### src/rtl/crtcua_pkg.sv
// Types and constants of the update-address video store
package crtcua_pkg;

  localparam int ADDR_W      = 16;
  localparam int BYTE_W      = 8;
  localparam int TILE_W      = 10;
  localparam int CODE_W      = 12;
  localparam int COLOUR_W    = 4;
  localparam int IN_TDATA_W  = 32;
  localparam int OUT_TDATA_W = 32;

  // Input item field positions in in_tdata
  localparam int CMD_LSB  = 0;
  localparam int DATA_LSB = 2;
  localparam int ATTR_LSB = 10;
  localparam int TILE_LSB = 18;

  // Register numbers a select may latch
  localparam logic [BYTE_W-1:0] REG_ADDR_HIGH = 8'h12;
  localparam logic [BYTE_W-1:0] REG_ADDR_LOW  = 8'h13;
  localparam logic [BYTE_W-1:0] REG_DUMMY     = 8'h1f;

  typedef enum logic [1:0] {
    CMD_SELECT     = 2'd0,
    CMD_ADDR_WRITE = 2'd1,
    CMD_DISP_WRITE = 2'd2,
    CMD_TILE_READ  = 2'd3
  } cmd_code_t;

  typedef enum logic [2:0] {
    ST_CLEAR,
    ST_IDLE,
    ST_MUL,
    ST_SUB,
    ST_READ
  } state_t;

  // Controller to datapath
  typedef struct packed {
    logic accept;
    logic clear_en;
    logic idx_load;
    logic read_load;
  } ctrl_cmd_t;

  // Datapath to controller
  typedef struct packed {
    logic clear_last;
    logic out_valid;
  } dp_status_t;

endpackage

### src/rtl/crtcua_ctrl.sv
// Controller: clearing pass, item acceptance and multi-cycle command sequencing
module crtcua_ctrl (
  input  logic                   clk,
  input  logic                   rst_n,
  input  logic                   in_tvalid,
  input  logic [1:0]             command,
  input  logic                   out_tready,
  input  crtcua_pkg::dp_status_t status,
  output logic                   in_tready,
  output crtcua_pkg::ctrl_cmd_t  cmd
);

  crtcua_pkg::state_t    state_r, state_nxt;
  crtcua_pkg::cmd_code_t cmd_code;
  logic                  ready;
  logic                  accept;

  assign cmd_code = crtcua_pkg::cmd_code_t'(command);
  assign ready    = (state_r == crtcua_pkg::ST_IDLE) && (!status.out_valid || out_tready);
  assign accept   = ready && in_tvalid;

  // Next state
  always_comb begin
    state_nxt = state_r;
    unique case (state_r)
      crtcua_pkg::ST_CLEAR: begin
        if (status.clear_last) begin
          state_nxt = crtcua_pkg::ST_IDLE;
        end
      end
      crtcua_pkg::ST_IDLE: begin
        if (accept) begin
          case (cmd_code)
            crtcua_pkg::CMD_ADDR_WRITE: state_nxt = crtcua_pkg::ST_MUL;
            crtcua_pkg::CMD_TILE_READ:  state_nxt = crtcua_pkg::ST_READ;
            default:                    state_nxt = crtcua_pkg::ST_IDLE;
          endcase
        end
      end
      crtcua_pkg::ST_MUL:  state_nxt = crtcua_pkg::ST_SUB;
      crtcua_pkg::ST_SUB:  state_nxt = crtcua_pkg::ST_IDLE;
      crtcua_pkg::ST_READ: state_nxt = crtcua_pkg::ST_IDLE;
      default:             state_nxt = crtcua_pkg::ST_CLEAR;
    endcase
  end

  always_ff @(posedge clk) begin
    if (!rst_n) begin
      state_r <= crtcua_pkg::ST_CLEAR;
    end else begin
      state_r <= state_nxt;
    end
  end

  // Outputs
  always_comb begin
    in_tready     = ready;
    cmd.accept    = accept;
    cmd.clear_en  = (state_r == crtcua_pkg::ST_CLEAR);
    cmd.idx_load  = (state_r == crtcua_pkg::ST_SUB);
    cmd.read_load = (state_r == crtcua_pkg::ST_READ);
  end

endmodule

### config.mk
export PLATFORM = sky130hd
export DESIGN_NAME = crtcua_ctrl
export DESIGN_NICKNAME = d
export VERILOG_FILES = /design/src/rtl/crtcua_pkg.sv /design/src/rtl/crtcua_ctrl.sv
export SDC_FILE = /design/constraint.sdc
export NUM_CORES = 1
export LEC_CHECK = 0
export ABC_AREA = 1
export BUFFER_PORTS_ARGS = -buffer_cell sky130_fd_sc_hd__buf_2
export CELL_PAD_IN_SITES_DETAIL_PLACEMENT = 0
export CELL_PAD_IN_SITES_GLOBAL_PLACEMENT = 1
export CORE_AREA = 2 2 39 41
export CTS_CLUSTER_DIAMETER = 100
export DETAILED_ROUTE_END_ITERATION = 16
export DIE_AREA = 0 0 41 43
export GPL_ROUTABILITY_DRIVEN = 0
export PLACE_DENSITY_LB_ADDON = 0.1
export SLEW_MARGIN = 20
export SYNTH_ARGS = -nofsm -noshare
export SYNTH_HDL_FRONTEND = slang
export SYNTH_SLANG_ARGS = --single-unit
### constraint.sdc
create_clock -name clk -period 1.3 [get_ports clk]
set_input_delay 0.26 -clock clk [delete_from_list [all_inputs] [get_ports clk]]
set_output_delay 0.26 -clock clk [all_outputs]
set_load 0.03 [all_outputs]
* Word-level counts from Yosys, hierarchy flattened
Cells that the tools add are included.
Storage, ports and cells: logic and storage cells 20, input port bits 8, output and inout bits 5, flip-flop bits (word level) 3
Cells by class: muxes and demuxes 4, reduce and logical (&&, ||, !) cells 7, equal/unequal tests 8
Operators with widths (count):
- $pmux 3 s4 | 1
- $eq 3x2->1 const B | 2
- $mux 3 | 2
- $pmux 3 s2 | 1
- $ne 2x2->1 const B | 2
- $eq 3x1->1 const B | 1
- $eq 3x3->1 const B | 1
- $logic_not 3->1 | 1
- $eq 2x1->1 const B | 1
- $eq 2x2->1 const B | 1
- $logic_and 1x1->1 | 2
- $reduce_and 2->1 | 1
- $reduce_or 2->1 | 1
- $logic_not 1->1 | 1
- $logic_or 1x1->1 | 1

* Depth between registers and ports, before layout
Gate-level depths: netlist of run 1.
word-level depth 6, depth in mapped cells 7, gate-level depth less buffers 7

* Worst setup path before layout of run 1
Ideal clock, no wire load.
path type register -> output, start register state_r[2], end output in_tready, stages on the path, launching flop included 6, arrival time 1.036 ns, data required time 1.040 ns, path slack 0.004 ns, path buffers 0, cell sequence dfxtp_1 -> inv_2 -> nand2_2 -> nor2_2 -> inv_1 -> nor2_1
On the way: cells in the longest elaborated chain, start to end 2
Ends and longest elaborated chain:
- start: declaration | RTL line crtcua_ctrl.sv:13 | crtcua_pkg::state_t state_r, state_nxt;
- start signal: assignment | RTL line crtcua_ctrl.sv:49 | state_r <= crtcua_pkg::ST_CLEAR;
- start signal: assignment | RTL line crtcua_ctrl.sv:51 | state_r <= state_nxt;
- $eq 3x1->1 | RTL line crtcua_ctrl.sv:19 | assign ready = (state_r == crtcua_pkg::ST_IDLE) && (!status.out_valid || out_tready);
- $logic_and 1x1->1 | RTL line crtcua_ctrl.sv:19
- end: declaration | RTL line crtcua_ctrl.sv:9 | output logic in_tready,
Every way passes these cells.

==> flow_metrics.tcl, run 1 <==
set metrics [dict create \
    status "finished, violations left" \
    violations "setup timing" \
    dr.pass1.iters 2 \
    cts_tree "done" \
    stdcell_area_um2 404 \
    drv_slew 0 \
    place_area_um2 322 \
    synth.most_common_cell "inv_1" \
    die_area_um2 1760 \
    synth_cell_type_count 15 \
    hp-class "input pin to register" \
    arrival_ps 1080 \
    r2r_start "state_r[2]" \
    vias 296 \
    synthXorXnorAreaFrac_pct 0 \
    synth_top_area_share_pct 24.9 \
    diodes 0 \
    synth_top_flop_cell "dfxtp_1" \
    irDropWorstVdd_v 0.000242 \
    postSynthAreaPerCell_um2 5.89 \
    clkTransAtPathRegs_ps 40 \
    cts_sinks 3 \
    yosysWarningCount 0 \
    final_util_pct 29.2 \
    period_minus_slack_ps 1340 \
    yosys.area_share.simple_pct 49.2 \
    drt_iter0_drc 3 \
    synth_top_area_cell "dfxtp_1" \
    clkLatencyLatePin_ps 230 \
    grt_pass1_wl_mm 1.06 \
    finalWorstSetupSlack_ps -37.3 \
    critPathRequiredTime_ps 1040 \
    p_per_area_nw_per_um2 964 \
    synth_fp_nets 49 \
    htree_levels 1 \
    netlist_area_um2 241 \
    die_w_um 41 \
    die_h_um 43 \
    drtAntennaViolNets 0 \
    synth_area_leaders "dfxtp_1 (25%), inv_1 (16%), nor2_1 (14%)" \
    timing.final.hold_violations 0 \
    finalCritPeriodShare_pct 103 \
    grt_start_max_net_pins 6 \
    synth_cells 41 \
    cp-start-kind "register" \
    timing.rr.end "state_r[0]" \
    synth_edf_count 0 \
    startpoint "state_r[2]" \
    io_buffer_count 12 \
    yosys-top-cells-count "inv_1 (10), nor2_1 (9), nand2_1 (5)" \
    fin_nets 69 \
    fillers 172 \
    skew_ps 0.136 \
    numCtsBuffers 3 \
    synth_compound_area_share_pct 5.70 \
    synth_seq_area_share_pct 24.9 \
    core_region_area_um2 1380 \
    regMostFlops "state_r" \
    slew_headroom_pct 83.2 \
    cts_buffer_depth 2 \
    dp_hpwl_um 475 \
    reg2reg_slack_ps 230 \
    drt-total-wl_um 610 \
    routed_via_density 3.89 \
    muxShareOfSynthArea_pct 0 \
    ff_latch_area_um2 66.3 \
    overflow 0 \
    synthAdderAreaFrac_pct 0 \
    initial_utilization_pct 17.5 \
    setup_viol 2 \
    grt_pass1_vias 288 \
    criticalPathCategory "register to output port" \
    synth-seq-cells 3 \
    multi_input_area_um2 148 \
    antenna_found_initial 0 \
    synthArstFlopShare_pct 0 \
    drc 0 \
    worstMarginPinSlew_ps 252 \
    fmax_mhz 748 \
    reg2regPathDepth 9 \
    clockRootBuffer "clkbuf_4" \
    power_leakage_nw 0.228 \
    worstSetupEndpointType "output port" \
    wl_per_cell_um 8.03 \
    rsz0062_at_grt "true" \
    largest_reg_flops 3 \
    area_growth_pct 67.4 \
    drive_gt1_share_pct 51.7 \
    min_path_cells 3 \
    drv_cap 0 \
    cp-endpoint "cmd[3]" \
    grt_usage_pct 9.03 \
    cts_hold_buf 0 \
    critPathMaxFanout 2 \
    synth_top_family_by_area "simple AND/OR/NAND/NOR gates" \
    rows 14 \
    top_regs "state_r: 3 flops" \
    io_pins 13 \
]
cells by family after synthesis:
| group | after synthesis |
|---|---|
| AND/OR/NAND/NOR | 24 |
| buffers and inverters | 12 |
| flip-flops | 3 |
| AO/OA/AOI/OAI | 2 |
critical path, stage by stage (launching register included):
cell and delay [ps]:
dfxtp_2 310, inv_2 60, nand2_4 60, nor2_4 90, inv_2 50, nor3_2 90, buf_4 180
final cells by class:
| type | count | area share (%) |
|---|---|---|
| inverters | 11 | 10.2 |
| clock buffers | 4 | 6.50 |
| flip-flops and latches | 3 | 16.4 |
| multi-input cells | 26 | 36.5 |
| repair buffers | 16 | 25.4 |
| well taps | 16 | 4.95 |
routing by layer:
metal	share of wire (%)	GRT usage (%)	up-vias	routed length (um)
met2	50	13.1	9	306
li1	-	-	159	-
met3	6.4	3.14	0	39
met5	0	0	-	0
met4	0	6.00	0	0
met1	43	10.6	128	265
report_power, final:
part	total [mW]	switching [mW]	internal (mW)
combinational	0.124	0.0693	0.0549
sequential	0.103	0.00610	0.0966
clock	0.163	0.0478	0.115
total	0.390	0.123	0.266
placed cells by master (no fill, tap or decap), drive strengths merged:
| master | instances |
|---|---|
| buf | 15 |
| inv | 11 |
| nor2 | 11 |
| nand2 | 6 |
| clkbuf | 5 |
| nand3 | 4 |
| dfxtp | 3 |
| nor3 | 1 |
| o21ai | 1 |
| nand3b | 1 |
| a21oi | 1 |
| nand4 | 1 |
repair_timing:
| item | in CTS | in global routing |
|---|---|---|
| setup endpoints to repair | 4 | 5 |
| buffers inserted | 2 | 1 |
| resized for setup | 11 | 2 |
| pin swaps | 3 | 1 |
worst min-delay path by stage:
stage	start	end	slack, ps
finish	rst_n	state_r[1]	270
global route	rst_n	state_r[1]	270
floorplan	rst_n	state_r[1]	370
global placement	rst_n	state_r[1]	520
CTS	rst_n	state_r[1]	260
detailed placement	rst_n	state_r[1]	510
metrics by stage:
step | setup TNS (ps) | hold WS [ps] | setup WS (ps) | total power [mW] | cells
6_report | -65.5 | 268 | -37.3 | 0.390 | 76
5_1_grt | -260 | 265 | -104 | 0.420 | 76
4_1_cts | -132 | 258 | -74.4 | 0.397 | 75
3_5_place_dp | 0 | 510 | 55.3 | 0.200 | 69
3_3_place_gp | 0 | 519 | 43.6 | 0.203 | 69
2_1_floorplan | 0 | 372 | 3.53 | 0.173 | 41
Note: power is estimated with default switching activity, not from simulation.
==> run 2: changes to the inputs <==
--- a/config.mk
+++ b/config.mk
@@ -5,7 +5,7 @@
 export SDC_FILE = /design/constraint.sdc
 export NUM_CORES = 1
 export LEC_CHECK = 0
-export ABC_AREA = 1
+export ABC_AREA = 0
 export BUFFER_PORTS_ARGS = -buffer_cell sky130_fd_sc_hd__buf_2
 export CELL_PAD_IN_SITES_DETAIL_PLACEMENT = 0
 export CELL_PAD_IN_SITES_GLOBAL_PLACEMENT = 1
@@ -15,6 +15,7 @@
 export DIE_AREA = 0 0 41 43
 export GPL_ROUTABILITY_DRIVEN = 0
 export PLACE_DENSITY_LB_ADDON = 0.1
+export SKIP_LAST_GASP = 1
 export SLEW_MARGIN = 20
 export SYNTH_ARGS = -nofsm -noshare
 export SYNTH_HDL_FRONTEND = slang
==> run 2 against run 1 <==
- the flow still finishes with violations (setup timing)
- area after synthesis shrank 19%
- final area shrank 5.0%
- sequential share of layout area grew 0.20 points
- global-route usage shrank 0.71 points
- non-clock buffer count grew 2
- register-to-register slack lost 200 ps
- setup slack lost 200 ps
- total power shrank 6.2%
- sequential cell count is the same
- first-iteration DRC count shrank 67%
- critical path depth shrank 3
- clock skew grew 0.63 ps
- critical endpoint is now in_tready
- largest cell class unchanged
==> flow_metrics.tcl, run 2 <==
set metrics [dict create \
    clkTransAtPathRegs_ps 30 \
    final_util_pct 27.8 \
    reg2reg_slack_ps 30 \
    overflow 0 \
    worstSetupEndpointType "output port" \
    antenna_found_initial 0 \
    period_minus_slack_ps 1540 \
    cp-start-kind "register" \
    htree_levels 1 \
    fmax_mhz 648 \
    criticalPathCategory "register to output port" \
    initial_utilization_pct 14.2 \
    reg2regPathDepth 4 \
    irDropWorstVdd_v 0.000337 \
    fin_tns_setup_ps -623 \
    hp-class "input pin to register" \
    grt_usage_pct 8.32 \
    drive_gt1_share_pct 64.4 \
    regMostFlops "state_r" \
    rows 14 \
    grt_pass1_vias 227 \
    netlist_area_um2 196 \
    worstMarginPinSlew_ps 270 \
    numCtsBuffers 3 \
    mostFrequentLayoutCell "buf_4" \
    total_power_uw 365 \
    critPathRequiredTime_ps 1040 \
    synthArstFlopShare_pct 0 \
    io_pins 13 \
    diodes 0 \
    top_regs "state_r: 3 flops" \
    die_w_um 41 \
    critPathMaxStageDelay_ps 380 \
    fillers 152 \
    setup_viol 5 \
    hold-worst-slack_ps 295 \
    synth_top_flop_cell "dfxtp_1" \
    r2r_start "state_r[0]" \
    synth_top_area_share_pct 30.6 \
    synth_area_leaders "dfxtp_1 (31%), and2b_2 (8.9%), nand2_1 (5.7%)" \
    synth_cell_type_count 18 \
    p_per_area_nw_per_um2 951 \
    grt_pass1_wl_um 883 \
    path_cells "or3b_4 > and2b_2 > buf_6" \
    dp_hpwl_um 447 \
    wl_per_cell_um 9.59 \
    min_path_cells 3 \
    drv_slew 0 \
    cts_buffer_depth 2 \
    vias 246 \
    clkLatencyLatePin_ps 230 \
    largest_reg_flops 3 \
    synth_seq_area_share_pct 30.6 \
    cts_sinks 3 \
    drtAntennaViolNets 0 \
    layout_common_cells "buf_4 (8), buf_2 (7), nand2_1 (3), clkbuf_4 (3), buf_6 (3)" \
    grt_start_max_net_pins 8 \
    die_area_um2 1760 \
    stdcell_area_um2 384 \
    yosysWarningCount 0 \
    status "finished, violations left" \
    arrival_ps 1280 \
    drc 0 \
    yosys-top-cells-count "dfxtp_1 (3), nand2_1 (3), and2b_2 (2), nor2_1 (2)" \
    critical_path_cell_count 3 \
    synth_top_area_cell "dfxtp_1" \
    crit_slowest_cell "or3b_4" \
    cp_top_family "simple AND/OR/NAND/NOR gates" \
    finalWorstSetupSlack_ps -242 \
    slew_headroom_pct 81.8 \
    postSynthAreaPerCell_um2 8.18 \
    startpoint "state_r[0]" \
    path_buf_inv 1 \
    drt-total-wl_um 585 \
    finalCritPeriodShare_pct 119 \
    violations "setup timing" \
    skew_ps 0.764 \
    cts_tree "done" \
    synth_edf_count 0 \
    place_area_um2 320 \
    synth-seq-cells 3 \
    rsz0062_at_grt "true" \
    drt_iter0_drc 1 \
    power_leakage_nw 0.183 \
    core_region_area_um2 1380 \
    timing.final.hold_violations 0 \
    synth_cells 24 \
    routed_via_density 4.03 \
    drv_cap 0 \
    area_growth_pct 95.5 \
    critPathMaxFanout 3 \
    fin_nets 54 \
    synth_fp_nets 32 \
    io_buffer_count 12 \
    min_from "command[0]" \
    cts_hold_buf 0 \
    die_h_um 43 \
    dr.pass1.iters 3 \
    clockRootBuffer "clkbuf_4" \
]
-- run 2: worst paths after layout --
path | end
worst max-delay path | in_tready
worst min-delay path | state_r[2]
worst max register to register | state_r[1]
worst min register to register | state_r[1]
-- run 2: power by group --
group	switching, mW	total, mW	internal, mW
Clock	0.0441	0.159	0.115
Sequential	0.00205	0.0987	0.0967
Combinational	0.0508	0.108	0.0570
Total	0.0969	0.365	0.268
-- run 2: area by class of cell --
| type | instances | area [um2] | share of cell area [%] |
|---|---|---|---|
| clock buffers | 4 | 26.3 | 6.84 |
| inverters | 1 | 3.75 | 0.977 |
| multi-input cells | 19 | 141 | 36.8 |
| flip-flops and latches | 3 | 63.8 | 16.6 |
| well taps | 16 | 20.0 | 5.21 |
| repair buffers | 18 | 129 | 33.6 |
-- run 2: timing repair --
item	in CTS	in global routing
setup buffers	0	1
endpoints found under the setup margin	5	7
resized for setup	7	2
pin swaps	0	1
endpoints found under the hold margin	0	0
-- run 2: per-stage QoR --
stage,worst slack (ps),instances
3_3_place_gp,-46.3,56
6_report,-242,61
5_1_grt,-283,61
4_1_cts,-252,60
3_5_place_dp,-47.4,56
2_1_floorplan,-15.3,24
-- run 2: kinds of logic after synthesis --
| logic type | after synthesis | share of synthesized area (%) |
|---|---|---|
| AND/OR/NAND/NOR | 14 | 44.6 |
| AO/OA/AOI/OAI | 5 | 19.1 |
| flip-flops | 3 | 30.6 |
| buffers and inverters | 2 | 5.73 |
-- run 2: routing by layer --
layer  global-route usage (%)  vias up  routed length (um)
li1                         -      128                   -
met1                     8.95      108                 230
met2                     10.6       10                 313
met3                     4.71        0                  41
met4                     8.00        0                   0
met5                        0        -                   0
-- run 2: tightest hold or removal path, cell delays in order --
cell,delay [ps]
buf_2,100
nand2_1,70
nor4_2,40
==> run 3: changes to the inputs <==
--- a/config.mk
+++ b/config.mk
@@ -6,17 +6,17 @@
 export NUM_CORES = 1
 export LEC_CHECK = 0
 export ABC_AREA = 0
-export BUFFER_PORTS_ARGS = -buffer_cell sky130_fd_sc_hd__buf_2
 export CELL_PAD_IN_SITES_DETAIL_PLACEMENT = 0
 export CELL_PAD_IN_SITES_GLOBAL_PLACEMENT = 1
 export CORE_AREA = 2 2 39 41
 export CTS_CLUSTER_DIAMETER = 100
 export DETAILED_ROUTE_END_ITERATION = 16
 export DIE_AREA = 0 0 41 43
+export DONT_BUFFER_PORTS = 1
 export GPL_ROUTABILITY_DRIVEN = 0
 export PLACE_DENSITY_LB_ADDON = 0.1
 export SKIP_LAST_GASP = 1
-export SLEW_MARGIN = 20
+export SLEW_MARGIN = 40
 export SYNTH_ARGS = -nofsm -noshare
 export SYNTH_HDL_FRONTEND = slang
 export SYNTH_SLANG_ARGS = --single-unit
==> run 3 against run 2 <==
- the run still ends with setup timing left
- sequential share of layout area rose by 3.2 points
- core utilization is 4.0 points lower
- total power decreased by 5.7%
- worst hold slack worse by 120 ps
- global-route usage is 1.3 points lower
- routed wire length down 13%
- critical path type unchanged
- largest power group unchanged
==> flow_metrics.tcl, run 3 (synthesis results as in run 2) <==
set metrics [dict create \
    status "finished, violations left" \
    violations "setup timing" \
    htree_levels 1 \
    numCtsBuffers 3 \
    comb_power_share_pct 24.9 \
    cts_sinks 3 \
    rsz0062_at_grt "true" \
    core_region_area_um2 1380 \
    arrival_ps 1260 \
    dp_hpwl_um 418 \
    regMostFlops "state_r" \
    criticalPathCategory "register to output port" \
    r2r_start "state_r[0]" \
    io_pins 13 \
    p_per_area_nw_per_um2 1050 \
    fmax_mhz 658 \
    skew_ps 1.55 \
    reg2reg_slack_ps 30 \
    cts_tree "done" \
    timing.rr.end "state_r[1]" \
    min_from "command[0]" \
    critPathMaxFanout 4 \
    drt_iter0_drc 9 \
    swShare_pct 26.4 \
    die_w_um 41 \
    fin_nets 45 \
    worstSetupEndpointType "output port" \
    crit_slowest_cell "or3b_4" \
    initial_utilization_pct 14.2 \
    wl_per_cell_um 9.81 \
    routed_via_density 3.96 \
    switchingPower_uw 90.8 \
    drive_gt1_share_pct 58.3 \
    area_growth_pct 67.5 \
    drc 0 \
    p_seq_share_pct 28.6 \
    layout_common_cells "buf_4 (7), clkbuf_4 (3), nor2_1 (2), nand2_1 (2), buf_6 (2)" \
    fin_tns_setup_ps -530 \
    hp-class "input pin to register" \
    die_h_um 43 \
    critPathRequiredTime_ps 1040 \
    slew_headroom_pct 78.7 \
    irDropWorstVdd_v 0.000316 \
    finalCritPeriodShare_pct 117 \
    min_path_cells 2 \
    final_util_pct 23.8 \
    finalWorstSetupSlack_ps -219 \
    critPathMaxStageDelay_ps 380 \
    grt_start_max_net_pins 8 \
    path_cells "or3b_4 > and2b_4" \
    cts_buffer_depth 2 \
    antenna_found_initial 0 \
    clkTransAtPathRegs_ps 40 \
    clockRootBuffer "clkbuf_4" \
    cts_hold_buf 0 \
    startpoint "state_r[0]" \
    reg2regPathDepth 5 \
    drtAntennaViolNets 0 \
    top_regs "state_r: 3 flops" \
    period_minus_slack_ps 1520 \
    grt_usage_pct 7.01 \
    pre_cts_slack_ps 20.0 \
    cp-start-kind "register" \
    drt-total-wl_um 510 \
    clkLatencyLatePin_ps 230 \
    mostFrequentLayoutCell "buf_4" \
    diodes 0 \
    drv_slew 0 \
    grt_pass1_wl_um 759 \
    die_area_um2 1760 \
    worstMarginPinSlew_ps 315 \
    power_leakage_nw 0.146 \
    timing.final.hold_violations 0 \
    rows 14 \
    grt_pass1_vias 202 \
    overflow 0 \
    io_buffer_count 0 \
    largest_reg_flops 3 \
    power_frac_clock_pct 46.5 \
    drv_cap 0 \
    p_int_uw 254 \
    dr.pass1.iters 4 \
    total_power_uw 345 \
    vias 206 \
    min_to "state_r[2]" \
    setup_viol 5 \
]
run 3: power groups by stage:
stage | clock network, mW | registers, mW | logic [mW]
3_5_place_dp | 0 | 0.100 | 0.0767
2_1_floorplan | 0 | 0.105 | 0.0507
4_1_cts | 0.170 | 0.0985 | 0.0787
6_report | 0.160 | 0.0987 | 0.0858
5_1_grt | 0.181 | 0.0993 | 0.0930
3_3_place_gp | 0 | 0.0996 | 0.0770
run 3: critical path, delay by kind of cell, from the launching register on:
kind	cells	cell delay, ps
AND/OR/NAND/NOR	2	700
flip-flops	1	330
run 3: layout make-up:
type                            count  area, um2
Multi-Input combinational cell     19        139
Sequential cell                     3       65.1
Fill cell                         158       1050
Tap cell                           16       20.0
Clock buffer                        4       26.3
Timing Repair Buffer                9       75.1
Inverter                            1       3.75
run 3: stage by stage:
step / std cells / instance area [um2] / hold slack [ps]
final: 52 / 329 / 178
after global placement: 47 / 283 / 420
after global routing: 52 / 329 / 173
after CTS: 51 / 310 / 171
after detailed placement: 47 / 283 / 416
after floorplan: 24 / 210 / 379
run 3: worst max-delay path by stage:
| stage | endpoint | slack [ps] | depth (start not counted) |
|---|---|---|---|
| 2_1_floorplan | in_tready | -20 | 2 |
| 3_3_place_gp | in_tready | 20 | 2 |
| 3_5_place_dp | in_tready | 20 | 2 |
| 4_1_cts | in_tready | -230 | 2 |
| 5_1_grt | in_tready | -270 | 2 |
| 6_report | in_tready | -220 | 2 |
run 3: repair_timing:
item / 4_1_cts / 5_1_grt
setup endpoints to repair: 4 / 5
pin swaps: 1 / 1
setup buffers: 0 / 1
resized for setup: 1 / 4
cloned: 0 / 0
run 3: per-layer routing:
metal,wire [um],global-route usage [%],up-vias
met1,241,7.99,86
met4,0,8.00,0
met5,0,0,-
met3,48,3.66,0
met2,220,8.13,10
li1,-,-,110
